File: src/hw/rtl/lsd_pkg.sv
// ----------------------------------------------------------------------------
// lsd_pkg
// Shared types and constants for the decimal radix sort block.
// ----------------------------------------------------------------------------
package lsd_pkg;

	// decimal radix
	localparam int unsigned RADIX = 10;
	localparam int unsigned DIGIT_BITS = 4;

	// external field widths and the stored value width
	localparam int unsigned IN_VALUE_BITS = 16;
	localparam int unsigned OUT_VALUE_BITS = 16;
	localparam int unsigned VALUE_BITS = 16;

	// one queued beat between loader and sorter
	typedef struct packed {
		logic [IN_VALUE_BITS-1:0] value;
		logic                     is_last;
	} lsd_beat_t;

endpackage

File: src/hw/rtl/lsd_front.sv
// ----------------------------------------------------------------------------
// lsd_front
// Input stage: takes beats and pushes them into a two-entry queue.
// ----------------------------------------------------------------------------
module lsd_front (
	input  logic                clk,
	input  logic                arst_n,
	input  logic                valid,
	output logic                stall,
	input  logic [15:0]         value,
	input  logic                is_last,
	output logic                q_valid,
	input  logic                q_pop,
	output lsd_pkg::lsd_beat_t  q_beat
);

	lsd_pkg::lsd_beat_t mem_q [2];
	logic       wr_ptr_q;
	logic       rd_ptr_q;
	logic [1:0] cnt_q;
	logic       push;
	logic       pop;

	assign stall   = (cnt_q == 2'd2);
	assign push    = valid && !stall;
	assign q_valid = (cnt_q != 2'd0);
	assign pop     = q_pop && q_valid;
	assign q_beat  = mem_q[rd_ptr_q];

	// queue storage
	always_ff @(posedge clk) begin
		if (push) begin
			mem_q[wr_ptr_q] <= '{value: value, is_last: is_last};
		end
	end

	// queue pointers
	always_ff @(posedge clk or negedge arst_n) begin
		if (!arst_n) begin
			wr_ptr_q <= 1'b0;
			rd_ptr_q <= 1'b0;
			cnt_q    <= 2'd0;
		end else begin
			if (push) wr_ptr_q <= ~wr_ptr_q;
			if (pop) rd_ptr_q <= ~rd_ptr_q;
			cnt_q <= cnt_q + {1'b0, push} - {1'b0, pop};
		end
	end

endmodule

File: src/hw/rtl/lsd_back.sv
// ----------------------------------------------------------------------------
// lsd_back
// Sort engine: stores the set, runs decimal counting-sort passes, emits.
// ----------------------------------------------------------------------------
module lsd_back #(
	parameter int unsigned MAX_ELEMENTS = 64
) (
	input  logic                               clk,
	input  logic                               arst_n,
	input  logic                               q_valid,
	output logic                               q_pop,
	input  lsd_pkg::lsd_beat_t                 q_beat,
	output logic                               out_valid,
	input  logic                               out_stall,
	output logic [lsd_pkg::OUT_VALUE_BITS-1:0] sorted_value,
	output logic                               is_final
);

	localparam int unsigned VB = lsd_pkg::VALUE_BITS;
	localparam int unsigned IW = (MAX_ELEMENTS > 1) ? $clog2(MAX_ELEMENTS) : 1;
	localparam int unsigned CW = $clog2(MAX_ELEMENTS + 1);
	localparam int unsigned DW = lsd_pkg::DIGIT_BITS;
	localparam int unsigned PW = VB + 20;

	// reciprocal of ten, exact for values of VB bits after a shift by 19
	localparam logic [16:0] RECIP10 = 17'd52429;

	localparam logic [3:0] ST_LOAD  = 4'd0;
	localparam logic [3:0] ST_MAX   = 4'd1;
	localparam logic [3:0] ST_DIGS  = 4'd2;
	localparam logic [3:0] ST_CLR   = 4'd3;
	localparam logic [3:0] ST_HIST  = 4'd4;
	localparam logic [3:0] ST_PFX   = 4'd5;
	localparam logic [3:0] ST_SCAT  = 4'd6;
	localparam logic [3:0] ST_COPY  = 4'd7;
	localparam logic [3:0] ST_EMIT  = 4'd8;

	// per-element steps inside a state
	localparam logic [1:0] SUB_FETCH = 2'd0;
	localparam logic [1:0] SUB_LOAD  = 2'd1;
	localparam logic [1:0] SUB_DIV   = 2'd2;
	localparam logic [1:0] SUB_ACT   = 2'd3;

	logic [3:0]    state_q;
	logic [1:0]    sub_q;
	logic [VB-1:0] elem_q [MAX_ELEMENTS];
	logic [VB-1:0] scr_q  [MAX_ELEMENTS];
	logic [CW-1:0] cnt_q [lsd_pkg::RADIX];
	logic [CW-1:0] n_q;
	logic [CW-1:0] idx_q;
	logic [VB-1:0] max_q;
	logic [VB-1:0] rest_q;
	logic [VB-1:0] quot_q;
	logic [2:0]    digits_q;
	logic [2:0]    pass_q;
	logic [2:0]    divk_q;
	logic [DW-1:0] dig_q;
	logic [DW-1:0] bin_q;
	logic [VB-1:0] elem_rd_s1;
	logic [VB-1:0] scr_rd_s1;
	logic [VB-1:0] obuf_q;
	logic          ofin_q;
	logic          ovalid_q;
	logic [IW-1:0] rd_addr;
	logic [CW-1:0] scat_pos;
	logic [VB-1:0] rest_div10;
	logic          idx_end;
	logic          extract;
	logic          elem_we;
	logic [IW-1:0] elem_wa;
	logic [VB-1:0] elem_wd;
	logic          scr_we;
	logic          out_load;
	logic          out_take;

	// divide by ten by reciprocal multiply
	function automatic logic [VB-1:0] div10(input logic [VB-1:0] x);
		logic [PW-1:0] p;
		p = PW'(x) * PW'(RECIP10);
		return p[VB+18:19];
	endfunction

	// remainder by ten from the exact quotient
	function automatic logic [DW-1:0] mod10(input logic [VB-1:0] x);
		logic [VB-1:0] d;
		logic [VB-1:0] r;
		d = div10(x);
		// d times ten as two shifts
		r = x - ((d << 3) + (d << 1));
		return r[DW-1:0];
	endfunction

	assign q_pop        = (state_q == ST_LOAD);
	assign out_valid    = ovalid_q;
	assign sorted_value = obuf_q;
	assign is_final     = ofin_q;

	assign rd_addr    = idx_q[IW-1:0];
	assign idx_end    = ((idx_q + CW'(1)) == n_q);
	assign scat_pos   = cnt_q[dig_q] - CW'(1);
	assign rest_div10 = div10(rest_q);
	assign extract    = (state_q == ST_HIST || state_q == ST_SCAT) && sub_q != SUB_ACT;

	// store write port: loading or copy back
	assign elem_we = (state_q == ST_LOAD && q_valid && n_q < CW'(MAX_ELEMENTS))
	              || (state_q == ST_COPY && sub_q == SUB_LOAD);
	assign elem_wa = (state_q == ST_LOAD) ? n_q[IW-1:0] : rd_addr;
	assign elem_wd = (state_q == ST_LOAD) ? q_beat.value : scr_rd_s1;
	assign scr_we  = (state_q == ST_SCAT && sub_q == SUB_ACT);

	assign out_take = ovalid_q && !out_stall;
	assign out_load = (state_q == ST_EMIT && sub_q == SUB_LOAD && (!ovalid_q || !out_stall));

	// element store and scratch, registered reads at the walk index
	always_ff @(posedge clk) begin
		if (elem_we) begin
			elem_q[elem_wa] <= elem_wd;
		end
		if (scr_we) begin
			scr_q[scat_pos[IW-1:0]] <= elem_rd_s1;
		end
		elem_rd_s1 <= elem_q[rd_addr];
		scr_rd_s1  <= scr_q[rd_addr];
	end

	// control sequencer
	always_ff @(posedge clk or negedge arst_n) begin
		if (!arst_n) begin
			state_q  <= ST_LOAD;
			sub_q    <= SUB_FETCH;
			n_q      <= '0;
			idx_q    <= '0;
			max_q    <= '0;
			rest_q   <= '0;
			quot_q   <= '0;
			digits_q <= '0;
			pass_q   <= '0;
			divk_q   <= '0;
			dig_q    <= '0;
			bin_q    <= '0;
			for (int b = 0; b < lsd_pkg::RADIX; b++) cnt_q[b] <= '0;
		end else if (extract) begin
			// digit of the current element: value / 10^pass, then mod 10
			unique case (sub_q)
				SUB_FETCH: sub_q <= SUB_LOAD;
				SUB_LOAD: begin
					quot_q <= elem_rd_s1;
					divk_q <= pass_q;
					sub_q  <= SUB_DIV;
				end
				default: begin
					if (divk_q != '0) begin
						quot_q <= div10(quot_q);
						divk_q <= divk_q - 3'd1;
					end else begin
						dig_q <= mod10(quot_q);
						sub_q <= SUB_ACT;
					end
				end
			endcase
		end else begin
			unique case (state_q)
				ST_LOAD: begin
					if (q_valid) begin
						if (n_q < CW'(MAX_ELEMENTS)) n_q <= n_q + CW'(1);
						if (q_beat.is_last) begin
							state_q <= ST_MAX;
							sub_q   <= SUB_FETCH;
							idx_q   <= '0;
							max_q   <= '0;
						end
					end
				end
				// find largest over the stored set
				ST_MAX: begin
					if (sub_q == SUB_FETCH) begin
						sub_q <= SUB_LOAD;
					end else begin
						if (elem_rd_s1 > max_q) max_q <= elem_rd_s1;
						sub_q <= SUB_FETCH;
						if (idx_end) begin
							state_q <= ST_DIGS;
						end else begin
							idx_q <= idx_q + CW'(1);
						end
					end
				end
				// count decimal digits of the largest value
				ST_DIGS: begin
					if (sub_q == SUB_FETCH) begin
						rest_q   <= max_q;
						digits_q <= 3'd1;
						sub_q    <= SUB_LOAD;
					end else if (rest_div10 != '0) begin
						digits_q <= digits_q + 3'd1;
						rest_q   <= rest_div10;
					end else begin
						pass_q  <= '0;
						state_q <= ST_CLR;
					end
				end
				// clear bins
				ST_CLR: begin
					for (int b = 0; b < lsd_pkg::RADIX; b++) cnt_q[b] <= '0;
					idx_q   <= '0;
					sub_q   <= SUB_FETCH;
					state_q <= ST_HIST;
				end
				// histogram of the digit
				ST_HIST: begin
					cnt_q[dig_q] <= cnt_q[dig_q] + CW'(1);
					sub_q        <= SUB_FETCH;
					if (idx_end) begin
						bin_q   <= DW'(1);
						state_q <= ST_PFX;
					end else begin
						idx_q <= idx_q + CW'(1);
					end
				end
				// prefix sum, one bin per cycle
				ST_PFX: begin
					cnt_q[bin_q] <= cnt_q[bin_q] + cnt_q[bin_q - DW'(1)];
					if (bin_q == DW'(lsd_pkg::RADIX - 1)) begin
						idx_q   <= n_q - CW'(1);
						sub_q   <= SUB_FETCH;
						state_q <= ST_SCAT;
					end else begin
						bin_q <= bin_q + DW'(1);
					end
				end
				// backward scatter into scratch
				ST_SCAT: begin
					cnt_q[dig_q] <= scat_pos;
					sub_q        <= SUB_FETCH;
					if (idx_q == '0) begin
						state_q <= ST_COPY;
					end else begin
						idx_q <= idx_q - CW'(1);
					end
				end
				// copy scratch back into the store
				ST_COPY: begin
					if (sub_q == SUB_FETCH) begin
						sub_q <= SUB_LOAD;
					end else begin
						sub_q <= SUB_FETCH;
						if (!idx_end) begin
							idx_q <= idx_q + CW'(1);
						end else if (pass_q + 3'd1 < digits_q) begin
							pass_q  <= pass_q + 3'd1;
							state_q <= ST_CLR;
						end else begin
							idx_q   <= '0;
							state_q <= ST_EMIT;
						end
					end
				end
				// emit through the output register
				ST_EMIT: begin
					if (sub_q == SUB_FETCH) begin
						sub_q <= SUB_LOAD;
					end else if (out_load) begin
						sub_q <= SUB_FETCH;
						if (idx_end) begin
							n_q     <= '0;
							idx_q   <= '0;
							max_q   <= '0;
							pass_q  <= '0;
							state_q <= ST_LOAD;
						end else begin
							idx_q <= idx_q + CW'(1);
						end
					end
				end
				default: state_q <= ST_LOAD;
			endcase
		end
	end

	// output register
	always_ff @(posedge clk or negedge arst_n) begin
		if (!arst_n) begin
			ovalid_q <= 1'b0;
			obuf_q   <= '0;
			ofin_q   <= 1'b0;
		end else if (out_load) begin
			ovalid_q <= 1'b1;
			obuf_q   <= elem_rd_s1;
			ofin_q   <= idx_end;
		end else if (out_take) begin
			ovalid_q <= 1'b0;
		end
	end

endmodule

File: src/hw/rtl/lsd_decimal_radix_sort.sv
// ----------------------------------------------------------------------------
// lsd_decimal_radix_sort
// LSD base-10 radix sort of a set of up to MAX_ELEMENTS unsigned values.
//
//   channel  dir  beat fields             handshake
//   in       in   value, is_last          in_valid / in_stall
//   out      out  sorted_value, is_final  out_valid / out_stall
//
// loading takes one beat per cycle through a two-entry queue while the sorter
// is loading; in_stall is high while the queue is full, which holds for most of a sort.
// after the last beat of a set: a walk for the max, the digit count, then per
// pass a bin clear, histogram, prefix sum, backward scatter and copy back.
// emission holds each beat in the output register while out_stall is high.
// reset clears all control; stored values need no reset.
// ----------------------------------------------------------------------------
module lsd_decimal_radix_sort #(
	parameter int unsigned MAX_ELEMENTS = 64
) (
	input  logic        clk,
	input  logic        arst_n,
	input  logic        in_valid,
	output logic        in_stall,
	input  logic [15:0] value,
	input  logic        is_last,
	output logic        out_valid,
	input  logic        out_stall,
	output logic [15:0] sorted_value,
	output logic        is_final
);

	logic               q_valid;
	logic               q_pop;
	lsd_pkg::lsd_beat_t q_beat;

	// front: input queue
	lsd_front u_front (
		.clk     (clk),
		.arst_n  (arst_n),
		.valid   (in_valid),
		.stall   (in_stall),
		.value   (value),
		.is_last (is_last),
		.q_valid (q_valid),
		.q_pop   (q_pop),
		.q_beat  (q_beat)
	);

	// back: sort engine
	lsd_back #(
		.MAX_ELEMENTS (MAX_ELEMENTS)
	) u_back (
		.clk          (clk),
		.arst_n       (arst_n),
		.q_valid      (q_valid),
		.q_pop        (q_pop),
		.q_beat       (q_beat),
		.out_valid    (out_valid),
		.out_stall    (out_stall),
		.sorted_value (sorted_value),
		.is_final     (is_final)
	);

endmodule

File: config.mk
export PLATFORM = sky130hd
export DESIGN_NAME = lsd_decimal_radix_sort
export DESIGN_NICKNAME = d
export VERILOG_FILES = /design/src/hw/rtl/lsd_pkg.sv /design/src/hw/rtl/lsd_front.sv /design/src/hw/rtl/lsd_back.sv /design/src/hw/rtl/lsd_decimal_radix_sort.sv
export SDC_FILE = /design/constraint.sdc
export NUM_CORES = 2
export LEC_CHECK = 0
export ABC_AREA = 0
export BUFFER_PORTS_ARGS = -buffer_cell sky130_fd_sc_hd__buf_2
export CAP_MARGIN = 20
export CORE_ASPECT_RATIO = 1.75
export CORE_MARGIN = 2
export CORE_UTILIZATION = 45
export DETAILED_ROUTE_END_ITERATION = 10
export SLEW_MARGIN = 30
export SYNTH_ARGS = -nofsm -noshare
export SYNTH_HDL_FRONTEND = slang
export SYNTH_SLANG_ARGS = --single-unit
File: constraint.sdc
create_clock -name clk -period 7.1 [get_ports clk]
set_input_delay 0.71 -clock clk [delete_from_list [all_inputs] [get_ports clk]]
set_output_delay 0.71 -clock clk [all_outputs]
set_load 0.03 [all_outputs]
# == Yosys cells after proc, flatten, opt, wreduce, memory -nomap -nowiden ==
# Memories as Yosys holds them, arrays and structs flattened. A register that Yosys moved wholly into a read port is not among the register bits.
# Index checks and enable logic that the tools add are counted.
# op_classes
add_sub_neg,16
mul,2
n_div,0
magnitude_cmp,8
n_eq_ne,40
shifts,0
mux,101
bitwise_logic,9
reduce_logical,47
# op_table
operator,count
70-bit case mux with 4 select lines,1
70-bit bitwise mux,3
16-bit two-way mux,11
7-bit two-way mux,25
7-bit binary-select mux with 4-bit select,3
4-bit two-way mux,17
16-bit by 16-bit multiplier with 32-bit output (second input constant),2
7-bit demux with 4-bit select,2
7-bit case mux with 8 select lines,1
16-bit case mux with 3 select lines,1
4-bit case mux with 9 select lines,1
3-bit two-way mux,11
16-bit case mux with 2 select lines,1
7-bit by 1-bit adder with 7-bit output (second input constant),3
7-bit by 1-bit subtractor with 7-bit output (second input constant),3
2-bit by 1-bit inequality test with 1-bit output (second input constant),10
2-bit inequality test (second input constant),10
4-bit by 3-bit equality test with 1-bit output (second input constant),4
16-bit > comparator,1
2-bit two-way mux,8
16-bit nonzero test,1
5-bit >= comparator (second input constant),3
4-bit NOT with 5-bit output,3
15-bit AND reduction,1
51 further kinds,97
# totals
ff_bits,177
latchBits,0
ramBits,2082
rom_bits,0
elab_cells,254
n_memories,3
# mem_list
name,words,word_bits,rd,rd_clocked_by_memory_dff,wr,line,source
u_back.elem_q,64,16,1,1,1,lsd_back.sv:46,logic [VB-1:0] elem_q [MAX_ELEMENTS];
u_back.scr_q,64,16,1,1,1,lsd_back.sv:47,logic [VB-1:0] scr_q [MAX_ELEMENTS];
u_front.mem_q,2,17,1,0,1,lsd_front.sv:17,lsd_pkg::lsd_beat_t mem_q [2];

# == Logic depth before layout (Yosys ltp) ==
# logic_depth
depth_word,8
mapped_depth,26
ltp_nobuf,26

# == By module ==
# From an unflattened synthesis, not the netlist that was laid out.
# hier_totals
cells_unflattened,5275
hier_area_um2,100042.2
# by_module_without_submodules
mod,n_inst,cells_per_inst,area_each_um2,seq_area_each_um2
lsd_back,1,5204,98570.8,66218.5
lsd_front,1,71,1471.4,1121.1

# == Worst setup path after synthesis ==
# OpenSTA, ideal clock, no wires.
# synth_timing
path_type,reg2reg
from,reg u_back.rest_q[4]
to,reg u_back.rest_q[7]
arrival_time_ns,5.831
t_required_ns,6.977
slack_ns,1.146
path_stages_with_launch,22
synth_period_minus_slack_ns,5.954
cell_sequence,dfrtp_1 -> ha_1 -> inv_1 -> fa_1 -> inv_1 -> fa_1 -> fa_1 -> fa_1 -> inv_1 -> fa_1 -> inv_1 -> ha_1 -> a21o_1 -> a21o_1 -> a221oi_1 -> o31ai_1 -> xnor2_1 -> o2111ai_1 -> or3_1 -> nor4_4 -> a21oi_4 -> o221a_2
# synth_between
elab_chain_cells,4
elab_cells_between_ends,6
# synth_lines
element,line,source
"start, declared",lsd_back.sv:52,logic [VB-1:0] rest_q;
"start signal, assigned",lsd_back.sv:191,rest_q <= max_q;
"start signal, assigned",lsd_back.sv:196,rest_q <= rest_div10;
16-bit by 16-bit multiplier with 32-bit output (*),lsd_back.sv:79,p = PW'(x) * PW'(RECIP10);
16-bit nonzero test,lsd_back.sv:194,end else if (rest_div10 != '0) begin
2-bit nonzero test (no source line),n/a,
3-bit AND reduction (no source line),n/a,
# Every way passes the cells marked *; elsewhere a longest branch is shown, timed or not. The select of a mux whose other input is x is not followed.
# A chain may end at the register's enable or synchronous reset.

# == Final worst setup path ==
# layout_timing
from,reg u_back.rest_q[3]
to,reg u_back.rest_q[0]
# Same word-level chain as after synthesis.

==> flow_summary.yaml <==
logic_synthesis:
  synth_adder_area_share_pct: 7.040
  ys_seq_area_share_pct: 67.34
  ys_types: 78
  synth-edff-count: 2082
  yosys.area_share.simple_pct: 3.038
  synthCells: 5303
  yosys_warnings: 0
  avgSynthCellArea_sq_um: 18.86
  yosys.area_share.xor_xnor_pct: 0.7270
  synth_seq_cells: 2281
  synthTopCellsByArea: "edfxtp_1 (63%), mux4_2 (16%), dfrtp_1 (4.2%), ha_1 (3.8%), fa_1 (3.2%)"
  synthMuxAreaShare_pct: 16.91
  syn_nets: 5790
  async_flop_share_pct: 7.321
  syn-cell-area_sq_um: 99990
  synth-compound-area-share_pct: 2.735
  synth_top_family_by_area: "multiplexers"
  netlist.area_leader.share_pct: 62.52
  synth_top_cell_by_area: "edfxtp_1"
  synth_ff_type: "edfxtp_1"
route:
  vias_per_cell: 5.843
  drt_iter0_drc: 4324
  dr.max_layer_used: "met5"
  vias: 50330
  wl_met3_microns: 9339
  ant_nets: 0
  wl_per_cell_microns: 30.02
  drc: 0
  firstDrtPassIters: 7
  m1WireLength_microns: 88610
  wl_microns: 258600
  met2_length_microns: 149100
setup_path:
  cp_common_cell: "fa_1"
  crit_type: "flip-flop to flip-flop"
  endpoint_kind: "flip-flop"
  critPathArrivalTime_ps: 7500
  path_cells: "ha_1 -> inv_1 -> fa_1 -> inv_1 -> fa_1 -> fa_1 -> fa_1 -> inv_1 -> fa_1 -> inv_1 -> ha_1 -> a21o_1 -> a21o_1 -> a221oi_2 -> o31ai_2 -> xnor2_1 -> o2111ai_1 -> buf_4 -> or3_1 -> nor4_4 -> buf_4 -> a21oi_4 -> buf_12 -> o221ai_1"
  crit_required_ps: 7860
  critical-path-max-stage-delay_ps: 520
  path_max_fanout: 10
  crit_buf_inv: 7
  start_kind: "flip-flop"
  cp_slowest_cell: "fa_1"
  critPathTopFamily: "adder cells"
timing:
  fin_tns_setup_ps: 0
  setup_violations: 0
  slew_headroom_pct: 33.31
  worstMarginPinSlew_ps: 1000
  period_needed_ps: 6741
  hold_viol: 0
  rsz0062_at_grt: "false"
  fmax_ghz: 0.1483
  fin_ws_ps: 358.5
  skew_ps: 69.68
  fin_crit_sh_pct: 94.95
  slew_violations: 0
global_routing:
  overflow: 0
  grt_pass1_wl_microns: 375400
  grt_pass1_vias: 53563
  grt_max_degree: 126
  antenna_found_initial: 12
  gr-usage-all-layers_pct: 23.01
clocking:
  ctsHtreeMaxLevel: 4
  clockRootBuffer: "clkbuf_16"
  clockBufferDepth: 4
  clk_pin_slew_worst_paths_ps: 70
  numCtsBuffers: 209
  cts.sinks: 2281
  cts_tree: "done"
  clk_latency_ps: 860
run:
  maxCapViolCount: 0
cells_and_area:
  most-common-layout-cells: "edfxtp_1 (2082), mux4_2 (708), inv_1 (343), ha_1 (305), buf_4 (243)"
  drive_above_1_share_pct: 24.89
  synthToLayoutAreaGrowth_pct: 11.93
  nNetsFinal: 6054
  final_common_cell: "edfxtp_1"
  finalNonFillerCells: 8614
  design_area_sq_um: 111900
hold_path:
  min_path_type: "input port to flip-flop"
floorplan:
  core_sq_um: 220500
  rows: 228
  dieWidth_microns: 360.3
  die-area_sq_um: 226100
  die_h_microns: 627.6
  io_pins: 40
  start_util_pct: 45.35
status:
  status: "completed"
placement:
  preCtsSetupSlack_ps: 290.1
  dpl.hpwl_microns: 176300
  dp_cells: 8228
  place_congestion: 0.8750
  portBuffers: 39
  dpl_cell_area_sq_um: 105100
what timing repair did:
item                                   in CTS  in global routing
setup endpoints to repair                   0                  6
hold buffers                                1                  0
setup buffers                               0                  1
endpoints found under the hold margin      47                  0
resized for setup                           0                  4
final timing paths:
| kind | slack [ps] | end | start | depth (start not counted) |
|---|---|---|---|---|
| max | 360 | u_back.rest_q[0]$_DFFE_PN0P_ | u_back.rest_q[3]$_DFFE_PN0P_ | 24 |
| min | 110 | u_front.mem_q[1][5]$_DFFE_PP_ | value[4] | 1 |
| max reg2reg | 360 | u_back.rest_q[0]$_DFFE_PN0P_ | u_back.rest_q[3]$_DFFE_PN0P_ | 24 |
| min reg2reg | 470 | u_back.is_final$_DFFE_PN0P_ | u_back.is_final$_DFFE_PN0P_ | 1 |
| max in group asynchronous | 5260 | u_back.rest_q[3]$_DFFE_PN0P_ | arst_n | 3 |
| min in group asynchronous | 500 | u_back.cnt_q[44]$_DFFE_PN0P_ | arst_n | 2 |
registers in the layout (all words and copies together) (netlist names), 2 cells and up:
register and flops:
u_back.sub_q 2, u_back.scr_q 1024, u_back.sorted_value 16, u_back.state_q 4, u_back.pass_q 3, u_back.quot_q 16
u_back.elem_rd_s1 16, u_back.bin_q 4, u_back.scr_rd_s1 16, u_back.cnt_q 60, u_back.idx_q 7, u_back.n_q 7
u_back.divk_q 3, u_back.elem_q 1024, u_back.rest_q 16, u_front.cnt_q 2, u_front.mem_q 34, u_back.dig_q 4
u_back.max_q 16, u_back.digits_q 3
layer usage:
layer | vias to the layer above | track usage [%]
li1 | 21624 | -
met1 | 26901 | 24.89
met2 | 1325 | 45.27
met3 | 474 | 2.142
met4 | 6 | 9.807
met5 | - | 0
cell type report:
| cell class | instances | area, sq um |
|---|---|---|
| clock buffer | 264 | 5582 |
| tap | 2875 | 3597 |
| fill | 17971 | 108600 |
| inverter | 343 | 1287 |
| antenna | 6 | 15.01 |
| timing repair buffer | 294 | 2222 |
| sequential | 2281 | 67380 |
| clock inverter | 113 | 1115 |
| multi-input combinational | 2438 | 30720 |
metrics by stage:
step / util [%] / hold slack (ps)
floorplan: - / 414.4
global placement: 47.65 / 461.7
detailed placement: 47.68 / 465.0
CTS: 50.72 / 41.00
global route: 50.75 / 67.69
finish: 50.75 / 109.1
synth_stat cells, types with 5 or more instances:
master,n
nor4_1,6
nor2b_1,17
dfxtp_1,32
inv_1,343
fa_1,161
o22ai_1,17
nand2b_1,14
ha_1,305
or3_1,8
mux2_2,25
nand2_1,230
a221oi_1,7
a31oi_1,11
nand4_1,14
a22oi_1,27
o22ai_2,6
and3_1,10
nor3_1,30
a21oi_1,81
xnor2_1,55
o211ai_1,7
and4_1,5
o21ai_0,110
o21bai_1,6
nor3b_1,6
a21o_1,19
o31ai_1,13
buf_2,6
nand3_1,52
a211oi_1,6
o21a_1,8
mux2i_1,68
clkbuf_1,156
edfxtp_1,2082
dfrtp_1,167
o221ai_1,45
buf_1,78
or2_2,15
nor2_1,246
nand3b_1,11
a22o_1,10
mux4_2,708
xor2_1,28
cells by family after synthesis:
| logic type | count (synthesis) |
|---|---|
| simple gates | 679 |
| buf+inv | 584 |
| fa+ha+maj | 466 |
| flops | 2281 |
| mux | 801 |
| xor+xnor | 83 |
| compound gates | 409 |
Power is not shown: default switching activity piles up to over one toggle a cycle in this logic, so the estimate is an artifact.
